File: config.mk
export PLATFORM = sky130hd
export DESIGN_NAME = queued_lock_manager_unit
export DESIGN_NICKNAME = d
export VERILOG_FILES = /design/src/rtl/qlm_pkg.sv /design/src/rtl/qlm_in_reg.sv /design/src/rtl/qlm_lock_table.sv /design/src/rtl/qlm_out_reg.sv /design/src/rtl/queued_lock_manager_unit.sv
export VERILOG_INCLUDE_DIRS = /design/src /design/src/rtl
export SDC_FILE = /design/constraint.sdc
export NUM_CORES = 1
export LEC_CHECK = 0
export BUFFER_PORTS_ARGS = -buffer_cell sky130_fd_sc_hd__buf_2
export CAP_MARGIN = 20
export CORE_MARGIN = 4
export CORE_UTILIZATION = 58
export DETAILED_ROUTE_END_ITERATION = 10
export GPL_ROUTABILITY_DRIVEN = 0
export GPL_TIMING_DRIVEN = 0
export PLACE_DENSITY_LB_ADDON = 0.05
export REMOVE_ABC_BUFFERS = 1
export SLEW_MARGIN = 20
export SYNTH_ARGS = -nofsm -noshare
export SYNTH_HDL_FRONTEND = slang
export SYNTH_HIERARCHICAL = 1
export SYNTH_SLANG_ARGS = --single-unit
export TNS_END_PERCENT = 20
File: constraint.sdc
create_clock -name aclk -period 5.4 [get_ports aclk]
set_clock_uncertainty 0.05 [all_clocks]
set_input_delay 1.08 -clock aclk [delete_from_list [all_inputs] [get_ports aclk]]
set_output_delay 1.08 -clock aclk [all_outputs]
set_load 0.01 [all_outputs]
File: src/rtl/queued_lock_manager_unit_macros.svh
// Assertion macros for the queued lock manager.
// Included by files that carry concurrent checks; needs aclk and aresetn in scope.
`ifndef QUEUED_LOCK_MANAGER_UNIT_MACROS_SVH
`define QUEUED_LOCK_MANAGER_UNIT_MACROS_SVH

`ifndef SYNTHESIS

// same-cycle implication
`define QLM_ASSERT_SAME(label, ante, cons) \
    label: assert property (@(posedge aclk) disable iff (!aresetn) (ante) |-> (cons)) \
        else $error("qlm check failed");

// next-cycle implication
`define QLM_ASSERT_NEXT(label, ante, cons) \
    label: assert property (@(posedge aclk) disable iff (!aresetn) (ante) |=> (cons)) \
        else $error("qlm check failed");

`else

`define QLM_ASSERT_SAME(label, ante, cons)
`define QLM_ASSERT_NEXT(label, ante, cons)

`endif

`endif

File: src/rtl/qlm_pkg.sv
// Shared types and constants for the queued lock manager.
// No dependencies.
`default_nettype none

package qlm_pkg;

    localparam int NUM_LOCKS  = 16;
    localparam int NUM_TASKS  = 16;

    localparam int MODE_W     = 3;
    localparam int LOCK_W     = 4;
    localparam int TASK_W     = 4;
    localparam int WAITERS_W  = 5;
    localparam int COUNT_W    = $clog2(NUM_TASKS + 1);

    localparam int LOCK_SLOTS = 2 ** LOCK_W;
    localparam int TASK_SLOTS = 2 ** TASK_W;

    typedef enum logic [MODE_W-1:0] {
        MODE_ASSIGN   = 3'd0,
        MODE_ACQUIRE  = 3'd1,
        MODE_RELEASE  = 3'd2,
        MODE_TRY      = 3'd3,
        MODE_DEASSIGN = 3'd4
    } mode_t;

    typedef struct packed {
        logic [MODE_W-1:0] mode;
        logic [LOCK_W-1:0] lock_id;
        logic [TASK_W-1:0] task_id;
    } req_t;

    typedef struct packed {
        logic                 granted;
        logic                 queued;
        logic                 woken_valid;
        logic [TASK_W-1:0]    woken_task;
        logic                 was_locked;
        logic                 error;
        logic [WAITERS_W-1:0] waiters;
    } rsp_t;

endpackage

`default_nettype wire

File: src/rtl/qlm_in_reg.sv
// Input register for lock requests.
// Depends on qlm_pkg.
`default_nettype none

module qlm_in_reg import qlm_pkg::*; (
    input  wire logic              aclk,
    input  wire logic              aresetn,
    input  wire logic              s_valid,
    output logic                   s_ready,
    input  wire logic [MODE_W-1:0] s_mode,
    input  wire logic [LOCK_W-1:0] s_lock_id,
    input  wire logic [TASK_W-1:0] s_task_id,
    input  wire logic              advance,
    output logic                   req_valid,
    output req_t                   req
);

    logic valid_reg;
    logic valid_next;
    req_t req_reg;

    assign s_ready = !valid_reg || advance;

    always_comb begin
        valid_next = valid_reg;
        if (s_valid && s_ready) begin
            valid_next = 1'b1;
        end else if (advance) begin
            valid_next = 1'b0;
        end
    end

    always_ff @(posedge aclk) begin
        if (!aresetn) begin
            valid_reg <= 1'b0;
        end else begin
            valid_reg <= valid_next;
        end
    end

    always_ff @(posedge aclk) begin
        if (s_valid && s_ready) begin
            req_reg.mode    <= s_mode;
            req_reg.lock_id <= s_lock_id;
            req_reg.task_id <= s_task_id;
        end
    end

    assign req_valid = valid_reg;
    assign req       = req_reg;

endmodule

`default_nettype wire

File: src/rtl/qlm_lock_table.sv
// Lock state tables (held bit, queue head/tail/count per lock, per-task links)
// and the single-pass operation logic. Depends on qlm_pkg.
`default_nettype none

module qlm_lock_table import qlm_pkg::*; (
    input  wire logic aclk,
    input  wire logic aresetn,
    input  wire logic commit,
    input  req_t      req,
    output rsp_t      rsp
);

    logic [LOCK_SLOTS-1:0] held_reg;
    logic [TASK_W-1:0]     head_reg  [LOCK_SLOTS];
    logic [TASK_W-1:0]     tail_reg  [LOCK_SLOTS];
    logic [COUNT_W-1:0]    count_reg [LOCK_SLOTS];
    logic [TASK_W-1:0]     link_reg  [TASK_SLOTS];

    logic               cur_held;
    logic [TASK_W-1:0]  cur_head;
    logic [TASK_W-1:0]  cur_tail;
    logic [COUNT_W-1:0] cur_count;
    logic [TASK_W-1:0]  head_link;
    logic [COUNT_W-1:0] count_dec;

    logic               lock_ok;
    logic               task_ok;
    logic               head_ok;

    logic               held_next;
    logic [TASK_W-1:0]  head_next;
    logic [TASK_W-1:0]  tail_next;
    logic [COUNT_W-1:0] count_next;
    logic               link_clr_we;  // terminate the new tail's link
    logic               link_app_we;  // chain the old tail to the new task

    always_comb begin
        cur_held  = held_reg[req.lock_id];
        cur_head  = head_reg[req.lock_id];
        cur_tail  = tail_reg[req.lock_id];
        cur_count = count_reg[req.lock_id];
        head_link = link_reg[cur_head];
        count_dec = cur_count - COUNT_W'(1);

        lock_ok = 32'(req.lock_id) < NUM_LOCKS;
        task_ok = 32'(req.task_id) < NUM_TASKS;
        head_ok = 32'(cur_head) < NUM_TASKS;

        held_next   = cur_held;
        head_next   = cur_head;
        tail_next   = cur_tail;
        count_next  = cur_count;
        link_clr_we = 1'b0;
        link_app_we = 1'b0;
        rsp         = '0;

        if (lock_ok) begin
            unique case (req.mode)
                MODE_ASSIGN: begin
                    held_next  = 1'b0;
                    head_next  = '0;
                    tail_next  = '0;
                    count_next = '0;
                end
                MODE_ACQUIRE: begin
                    if (!cur_held) begin
                        held_next   = 1'b1;
                        rsp.granted = 1'b1;
                    end else if (task_ok && (cur_count < COUNT_W'(NUM_TASKS))) begin
                        link_clr_we = 1'b1;
                        if (cur_count == '0) begin
                            head_next = req.task_id;
                        end else begin
                            link_app_we = 1'b1;
                        end
                        tail_next  = req.task_id;
                        count_next = cur_count + COUNT_W'(1);
                        rsp.queued = 1'b1;
                    end
                end
                MODE_RELEASE: begin
                    if (cur_count == '0) begin
                        held_next = 1'b0;
                    end else begin
                        count_next = count_dec;
                        if (count_dec == '0) begin
                            head_next = '0;
                            tail_next = '0;
                        end else begin
                            head_next = head_ok ? head_link : '0;
                        end
                        held_next       = 1'b1;
                        rsp.woken_valid = 1'b1;
                        rsp.woken_task  = cur_head;
                    end
                end
                MODE_TRY: begin
                    if (!cur_held) begin
                        held_next   = 1'b1;
                        rsp.granted = 1'b1;
                    end else begin
                        rsp.was_locked = 1'b1;
                    end
                end
                MODE_DEASSIGN: begin
                    if (cur_held) begin
                        rsp.error = 1'b1;
                    end else begin
                        held_next  = 1'b0;
                        head_next  = '0;
                        tail_next  = '0;
                        count_next = '0;
                    end
                end
                default: begin
                end
            endcase
            rsp.waiters = WAITERS_W'(count_next);
        end
    end

    always_ff @(posedge aclk) begin
        if (!aresetn) begin
            held_reg <= '0;
            for (int i = 0; i < LOCK_SLOTS; i++) begin
                head_reg[i]  <= '0;
                tail_reg[i]  <= '0;
                count_reg[i] <= '0;
            end
        end else if (commit && lock_ok) begin
            held_reg[req.lock_id]  <= held_next;
            head_reg[req.lock_id]  <= head_next;
            tail_reg[req.lock_id]  <= tail_next;
            count_reg[req.lock_id] <= count_next;
        end
    end

    // a task that is its own old tail keeps the self-link from the append
    always_ff @(posedge aclk) begin
        if (commit && link_clr_we && !(link_app_we && (cur_tail == req.task_id))) begin
            link_reg[req.task_id] <= '0;
        end
        if (commit && link_app_we) begin
            link_reg[cur_tail] <= req.task_id;
        end
    end

endmodule

`default_nettype wire

File: src/rtl/qlm_out_reg.sv
// Result register for the lock manager's result channel.
// Depends on qlm_pkg.
`default_nettype none

module qlm_out_reg import qlm_pkg::*; (
    input  wire logic aclk,
    input  wire logic aresetn,
    input  wire logic load,
    input  rsp_t      rsp_in,
    input  wire logic m_ready,
    output logic      m_valid,
    output rsp_t      rsp_out
);

    logic valid_reg;
    logic valid_next;
    rsp_t rsp_reg;

    always_comb begin
        valid_next = valid_reg;
        if (load) begin
            valid_next = 1'b1;
        end else if (m_ready) begin
            valid_next = 1'b0;
        end
    end

    always_ff @(posedge aclk) begin
        if (!aresetn) begin
            valid_reg <= 1'b0;
        end else begin
            valid_reg <= valid_next;
        end
    end

    always_ff @(posedge aclk) begin
        if (load) begin
            rsp_reg <= rsp_in;
        end
    end

    assign m_valid = valid_reg;
    assign rsp_out = rsp_reg;

endmodule

`default_nettype wire

File: src/rtl/queued_lock_manager_unit.sv
// Queued lock manager: 16 locks, FIFO wait queues linked through a per-task table.
// A result is offered after its request passes the input reg, then the result reg.
// Throughput: one request per cycle unless m_ready holds back a full result register.
// Reset (aresetn low, synchronous): clears both valid flags, all held bits and queue state;
// the per-task link table is not reset, each link is written before it is read.
`default_nettype none

`include "queued_lock_manager_unit_macros.svh"

module queued_lock_manager_unit import qlm_pkg::*; (
    input  wire logic                 aclk,
    input  wire logic                 aresetn,
    input  wire logic                 s_valid,
    output logic                      s_ready,
    input  wire logic [MODE_W-1:0]    s_mode,
    input  wire logic [LOCK_W-1:0]    s_lock_id,
    input  wire logic [TASK_W-1:0]    s_task_id,
    output logic                      m_valid,
    input  wire logic                 m_ready,
    output logic                      m_granted,
    output logic                      m_queued,
    output logic                      m_woken_valid,
    output logic [TASK_W-1:0]         m_woken_task,
    output logic                      m_was_locked,
    output logic                      m_error,
    output logic [WAITERS_W-1:0]      m_waiters
);

    logic req_valid;
    req_t req;
    logic advance;
    rsp_t rsp_comb;
    rsp_t rsp_out;
    logic [4:0] flag_vec;

    // move the pending request into the result slot when that slot frees up
    assign advance = req_valid && (!m_valid || m_ready);

    qlm_in_reg u_in_reg (
        .aclk      (aclk),
        .aresetn   (aresetn),
        .s_valid   (s_valid),
        .s_ready   (s_ready),
        .s_mode    (s_mode),
        .s_lock_id (s_lock_id),
        .s_task_id (s_task_id),
        .advance   (advance),
        .req_valid (req_valid),
        .req       (req)
    );

    qlm_lock_table u_lock_table (
        .aclk    (aclk),
        .aresetn (aresetn),
        .commit  (advance),
        .req     (req),
        .rsp     (rsp_comb)
    );

    qlm_out_reg u_out_reg (
        .aclk    (aclk),
        .aresetn (aresetn),
        .load    (advance),
        .rsp_in  (rsp_comb),
        .m_ready (m_ready),
        .m_valid (m_valid),
        .rsp_out (rsp_out)
    );

    assign m_granted     = rsp_out.granted;
    assign m_queued      = rsp_out.queued;
    assign m_woken_valid = rsp_out.woken_valid;
    assign m_woken_task  = rsp_out.woken_task;
    assign m_was_locked  = rsp_out.was_locked;
    assign m_error       = rsp_out.error;
    assign m_waiters     = rsp_out.waiters;

    assign flag_vec = {m_granted, m_queued, m_woken_valid, m_was_locked, m_error};

    // at most one outcome flag per result beat
    `QLM_ASSERT_SAME(a_one_outcome, m_valid, $onehot0(flag_vec))
    // a queued task always leaves a nonempty queue behind
    `QLM_ASSERT_SAME(a_queued_nonempty, m_valid && m_queued, m_waiters != '0)
    // input side only stalls when both the request and result slots are full
    `QLM_ASSERT_SAME(a_stall_cause, !s_ready, req_valid && m_valid && !m_ready)
    // a stalled request stays pending
    `QLM_ASSERT_NEXT(a_pending_holds, req_valid && !advance, req_valid)

endmodule

`default_nettype wire

==> results.json, run 1 <==
{
  "wl_um": 37740,
  "slew_headroom": 0.2824,
  "setup.worst_path.start": "u_in_reg/req[4]$_DFFE_PP_",
  "port_buffers": 30,
  "synth_simple_gate_area_frac": 0.1251,
  "core_area_sq_um": 25330,
  "ys_ff_latch": 315,
  "r2r-start": "u_in_reg/req[4]$_DFFE_PP_",
  "reg2reg_depth": 14,
  "syn_area_sq_um": 14990,
  "r2r-end": "u_lock_table/count_reg[9][3]$_SDFFCE_PN0P_",
  "synth_top_area_share": 0.5951,
  "total_power_mw": 5.601,
  "synthTopCellsByArea": "edfxtp_1, mux4_2, nor2_1",
  "clock_sinks": 315,
  "period_share": 0.9248,
  "grt_usage": 0.2698,
  "cts_buffers": 34,
  "yosys_warnings": 6,
  "power_density_nw_per_um2": 333.6,
  "place_area_sq_um": 15730,
  "grt_pass1_vias": 9615,
  "hold_depth": 2,
  "cap_violations": 0,
  "slew_viol_final": 0,
  "ys.flop_type": "edfxtp_1",
  "start_util": 0.5917,
  "yosysTopAreaCell": "edfxtp_1",
  "nets": 1173,
  "htree_num_levels": 2,
  "rsz0062_at_grt": "no",
  "first_pass_iters": 7,
  "cts.clk_slew.worst_paths_ns": 0.06,
  "grt_max_degree": 24,
  "synth-edff-count": 297,
  "drtIter0Drc": 1130,
  "postRouteAntennaNets": 0,
  "async_flop_share": 0,
  "grt_pass1_wl_um": 58350,
  "wl_per_cell_um": 25.00,
  "post_drt_via_cell_ratio": 6.440,
  "clock.fmax_mhz": 200.2,
  "area_growth_pct": 12.01,
  "die_h_um": 168.7,
  "fin_area_sq_um": 16790,
  "path_class": "reg -> reg",
  "netlist_instances": 1137,
  "crit_end": "u_lock_table/count_reg[9][3]$_SDFFCE_PN0P_",
  "required_ns": 5.60,
  "dieArea_sq_um": 28470,
  "cts_root_buffer": "clkbuf_16",
  "largest_register_ffs": 80,
  "synthMuxAreaShare": 0.1076,
  "hp-class": "reg -> reg",
  "drcViolationCount": 0,
  "critPathMaxFanout": 11,
  "setup_tns_ns": 0,
  "postCtsHoldBufs": 0,
  "hold_viol": 0,
  "synth_top_family_by_area": "simple AND/OR/NAND/NOR gates",
  "finalSetupViolCount": 0,
  "drive_gt1_frac": 0.2042,
  "status": "complete, no violations",
  "worst-slew-pin-transition_ns": 1.076,
  "antenna_cells": 0,
  "grt_overflow": 0,
  "pin_count": 31,
  "post_cts_resized": 0,
  "period_needed_ns": 4.994,
  "ys_seq_area_frac": 0.6191,
  "start_kind": "flip-flop",
  "arrival_ns": 5.19,
  "r2r_slack_ns": 0.41,
  "whs_ns": 0.4225,
  "max-vdd-ir-drop_mv": 0.2457,
  "fp-row-count": 58,
  "antenna_found_initial": 0,
  "clkLatencyLatePin_ns": 0.52,
  "dieWidth_um": 168.7,
  "worst_setup_path_end_kind": "flip-flop",
  "power_leakage_nw": 5.850,
  "hpwl_um": 25970,
  "synth-compound-area-share": 0.1018,
  "cts_setup_buffers": 0,
  "synthAdderAreaFrac": 0.003339,
  "vias": 9724,
  "cts_tree": "yes",
  "synth_xor_xnor_area_share": 0.005260,
  "yosysUniqueCellTypes": 73,
  "synth_area_per_cell_sq_um": 13.18,
  "clockBufferDepth": 3
}
cells in the mapped netlist (12+ instances only):
cell,instances
mux4_2,57
a211o_1,13
dfxtp_1,18
nand3_1,26
o211ai_1,12
clkbuf_1,50
nand2_1,43
o22ai_1,31
buf_2,20
edfxtp_1,297
o21ai_0,47
mux2i_1,15
a21oi_1,58
nor2_1,188
and2_1,60
inv_1,31
layout by cell type, fill, tap and decap left out, types with 4 or more instances in the layout:
master / count
o21ai_2: 17
xnor2_1: 6
buf_6: 6
nand2_1: 43
buf_4: 5
inv_1: 31
a221oi_2: 4
o22ai_1: 31
ha_1: 4
o21ai_0: 30
clkbuf_16: 34
mux2i_1: 15
buf_8: 23
and2_1: 61
dfxtp_1: 18
nand3_1: 26
nor2b_1: 6
edfxtp_1: 297
clkbuf_1: 8
nand2b_1: 7
a31oi_4: 5
a21o_1: 4
nor2_2: 11
o211ai_1: 12
mux4_2: 57
clkinv_2: 9
a211o_1: 13
and3_1: 11
buf_2: 31
nor2_1: 188
a21oi_1: 57
mux4_1: 5
a22oi_1: 7
nor3_1: 9
nand4_1: 11
worst min path at each step:
stage | start | to | slack [ns]
5_1_grt | u_lock_table/held_reg[12]$_SDFFE_PN0P_ | u_lock_table/held_reg[12]$_SDFFE_PN0P_ | 0.44
2_1_floorplan | u_lock_table/held_reg[9]$_SDFFE_PN0P_ | u_lock_table/held_reg[9]$_SDFFE_PN0P_ | 0.40
3_5_place_dp | u_lock_table/held_reg[2]$_SDFFE_PN0P_ | u_lock_table/held_reg[2]$_SDFFE_PN0P_ | 0.41
6_report | u_lock_table/held_reg[7]$_SDFFE_PN0P_ | u_lock_table/held_reg[7]$_SDFFE_PN0P_ | 0.42
3_3_place_gp | u_lock_table/held_reg[10]$_SDFFE_PN0P_ | u_lock_table/held_reg[10]$_SDFFE_PN0P_ | 0.41
4_1_cts | u_lock_table/held_reg[2]$_SDFFE_PN0P_ | u_lock_table/held_reg[2]$_SDFFE_PN0P_ | 0.42
area by class of cell:
cell class | count | area, sq um
multi-input cells | 703 | 5230
fillers | 1834 | 8539
clock buffers | 45 | 922.1
inverters | 32 | 120.1
well taps | 330 | 412.9
repair buffers | 68 | 688.2
flip-flops and latches | 315 | 9279
clock inverters | 17 | 135.1
layer usage:
layer / vias to the layer above / global-route usage / routed length [um]
li1: 4313 / - / -
met1: 4899 / 0.3893 / 15210
met2: 451 / 0.4399 / 18510
met3: 61 / 0.03690 / 3216
met4: 0 / 0.07128 / 810
met5: - / 0 / 0
power by group:
group          switching [mW]  leakage, nW  internal, mW
registers              0.0415         3.28          2.74
logic                   0.413         2.05         0.213
clock network           0.933        0.517          1.26
total                    1.39         5.85          4.21
critical path, stage by stage (launching register included):
cell and delay [ns]:
edfxtp_1 0.58, buf_8 0.24, buf_16 0.17, buf_8 0.17, mux4_2 0.55, a22oi_2 0.27
nand2_2 0.25, inv_1 0.15, ha_1 0.23, a21boi_1 0.32, nand2b_1 0.63, nor2_1 0.14
a221oi_2 0.56, buf_4 0.31, nor2_1 0.07
stage by stage:
| stage | utilization | worst slack, ns | std cells |
|---|---|---|---|
| after global routing | 0.6628 | 0.07842 | 1510 |
| final | 0.6628 | 0.4058 | 1510 |
| after CTS | 0.6628 | 0.1848 | 1510 |
| after floorplan | - | 0.03162 | 1050 |
| after detailed placement | 0.6211 | 0.2147 | 1448 |
| after global placement | 0.5964 | -2.426 | 1410 |
logic make-up after synthesis:
logic type               count (synthesis)
AO/OA/AOI/OAI                          217
buffers and inverters                  119
AND/OR/NAND/NOR                        392
adder cells (fa/ha/maj)                  4
XOR/XNOR                                 9
multiplexers                            81
flip-flops                             315
Power figures use the tool's default switching activity.
==> run 2: changes to the inputs <==
RECOVER_POWER = 50   (was default)
==> run 2 against run 1 <==
Effect of this change:
- power shrank 0.24%
- final area shrank 1.1%
- largest cell class unchanged
- via count is essentially flat
- utilization shrank 0.74 points
- hold slack lost 0.00051 ns
- sequential share of layout area grew 0.62 points
- global-route usage is the same
- the flow now finishes with violations (capacitance limit, slew limit)
- clock-buffer cell count is the same
- clock power is essentially flat
- highest routed layer unchanged
- critical path depth shrank 7
- non-clock buffer count is the same
- combinational power shrank 3%
==> results.json, run 2 (synthesis results as in run 1) <==
{
  "p_int_mw": 4.201,
  "port_buffers": 30,
  "first_pass_iters": 7,
  "drtIter0Drc": 990,
  "cap_violations": 1,
  "drive_gt1_frac": 0.1729,
  "power_density_nw_per_um2": 336.6,
  "htree_num_levels": 2,
  "required_ns": 5.57,
  "critPathMaxFanout": 19,
  "vias": 9732,
  "wl_per_cell_um": 25.08,
  "cts_setup_buffers": 0,
  "postRouteAntennaNets": 0,
  "combPwrFrac": 0.109,
  "period_needed_ns": 5.135,
  "reg2reg_depth": 14,
  "dieWidth_um": 168.7,
  "grt_pass1_wl_um": 58350,
  "fin_util": 0.6555,
  "wl_um": 37870,
  "worst-slew-pin-transition_ns": 2.078,
  "final_common_cell": "edfxtp_1",
  "path_class": "in -> reg",
  "layout_common_cells": "edfxtp_1, nor2_1, mux4_2, a21oi_1, nand2_1",
  "fp-row-count": 58,
  "worst_setup_path_end_kind": "flip-flop",
  "power_frac_seq": 0.498,
  "status": "finished, violations left",
  "r2r-end": "u_lock_table/count_reg[9][3]$_SDFFCE_PN0P_",
  "largest_register_ffs": 80,
  "violations": "capacitance limit, slew limit",
  "pwr-share-clk": 0.393,
  "start_util": 0.5917,
  "period_share": 0.9509,
  "finalSetupViolCount": 0,
  "slew_headroom": -0.3978,
  "cts_root_buffer": "clkbuf_16",
  "dieArea_sq_um": 28470,
  "max-vdd-ir-drop_mv": 0.2459,
  "die_h_um": 168.7,
  "arrival_ns": 5.30,
  "clock.fmax_mhz": 194.8,
  "antenna_cells": 0,
  "rsz0062_at_grt": "no",
  "r2r_slack_ns": 0.45,
  "clkLatencyLatePin_ns": 0.52,
  "slew_viol_final": 13,
  "core_area_sq_um": 25330,
  "grt_overflow": 0,
  "antenna_found_initial": 0,
  "grt_pass1_vias": 9615,
  "postCtsHoldBufs": 0,
  "hold_viol": 0,
  "setup.worst_path.start": "m_ready",
  "p_sw_mw": 1.386,
  "hpwl_um": 25970,
  "post_cts_resized": 0,
  "pin_count": 31,
  "nets": 1173,
  "setup_tns_ns": 0,
  "hold_start": "u_lock_table/held_reg[7]$_SDFFE_PN0P_",
  "cts_buffers": 34,
  "dp_slack_ns": 0.2147,
  "clock_sinks": 315,
  "grt_usage": 0.2698,
  "drcViolationCount": 0,
  "start_kind": "input pin",
  "timing.final.ws_setup_ns": 0.2654,
  "p_sw_frac": 0.2481,
  "hold_depth": 2,
  "clockBufferDepth": 3,
  "grt_max_degree": 24,
  "hp-class": "reg -> reg",
  "power_leakage_nw": 5.709,
  "area_growth_pct": 10.77,
  "hold_end": "u_lock_table/held_reg[7]$_SDFFE_PN0P_",
  "cts_tree": "yes",
  "post_drt_via_cell_ratio": 6.445,
  "cts.clk_slew.worst_paths_ns": 0.06,
  "r2r-start": "u_in_reg/req[4]$_DFFE_PP_"
}
==> run 2: changes by cell type in the layout (fill, tap and decap cells not counted), sizes merged <==
| cell | delta |
|---|---|
| buf | -24 |
| clkbuf | +24 |
==> run 2: critical path, cell delays in order <==
cell and delay (ns):
clkbuf_1 0.15, inv_1 0.05, a21boi_0 1.56, clkbuf_1 0.95
nand2_1 0.38, o21ai_1 0.87, buf_8 0.24
==> run 2: metrics by stage <==
stage / instance area (sq um) / hold WS, ns / instances / power, mW
floorplan: 14540 / 0.3973 / 1050 / 3.193
global placement: 15100 / 0.4069 / 1410 / 3.392
finish: 16600 / 0.4220 / 1510 / 5.587
CTS: 16790 / 0.4209 / 1510 / 5.630
detailed placement: 15730 / 0.4121 / 1448 / 3.454
global route: 16600 / 0.4395 / 1510 / 5.770
==> run 2: worst max path at each step <==
stage                                                       endpoint  slack, ns  depth (start not counted)
after global routing      u_lock_table/head_reg[10][2]$_SDFFCE_PN0P_       0.06                          7
after global placement    u_lock_table/count_reg[4][0]$_SDFFCE_PN0P_      -2.43                         10
after CTS                 u_lock_table/head_reg[11][2]$_SDFFCE_PN0P_       0.18                          9
after detailed placement  u_lock_table/head_reg[13][2]$_SDFFCE_PN0P_       0.21                          9
final                      u_lock_table/head_reg[4][0]$_SDFFCE_PN0P_       0.27                          7
after floorplan           u_lock_table/count_reg[0][0]$_SDFFCE_PN0P_       0.03                         10
==> run 2: power by group through the flow <==
stage | registers [mW] | clock network (mW) | logic (mW)
2_1_floorplan | 2.84 | 0 | 0.356
3_3_place_gp | 2.86 | 0 | 0.528
3_5_place_dp | 2.83 | 0 | 0.622
4_1_cts | 2.78 | 2.23 | 0.624
5_1_grt | 2.79 | 2.33 | 0.649
6_report | 2.78 | 2.20 | 0.608
==> run 2: final cells by class <==
| type | instances | area, sq um |
|---|---|---|
| clock buffers | 45 | 922.1 |
| inverters | 32 | 120.1 |
| clock inverters | 17 | 135.1 |
| fillers | 1884 | 8726 |
| well taps | 330 | 412.9 |
| flip-flops and latches | 315 | 9279 |
| repair buffers | 68 | 583.1 |
| multi-input cells | 703 | 5149 |
==> run 2: layer usage <==
layer / vias up / track usage / part of all wire
met1: 4919 / 0.3893 / 0.41
met2: 438 / 0.4399 / 0.49
li1: 4314 / - / -
met4: 0 / 0.07128 / 0.022
met5: - / 0 / 0
met3: 61 / 0.03690 / 0.083
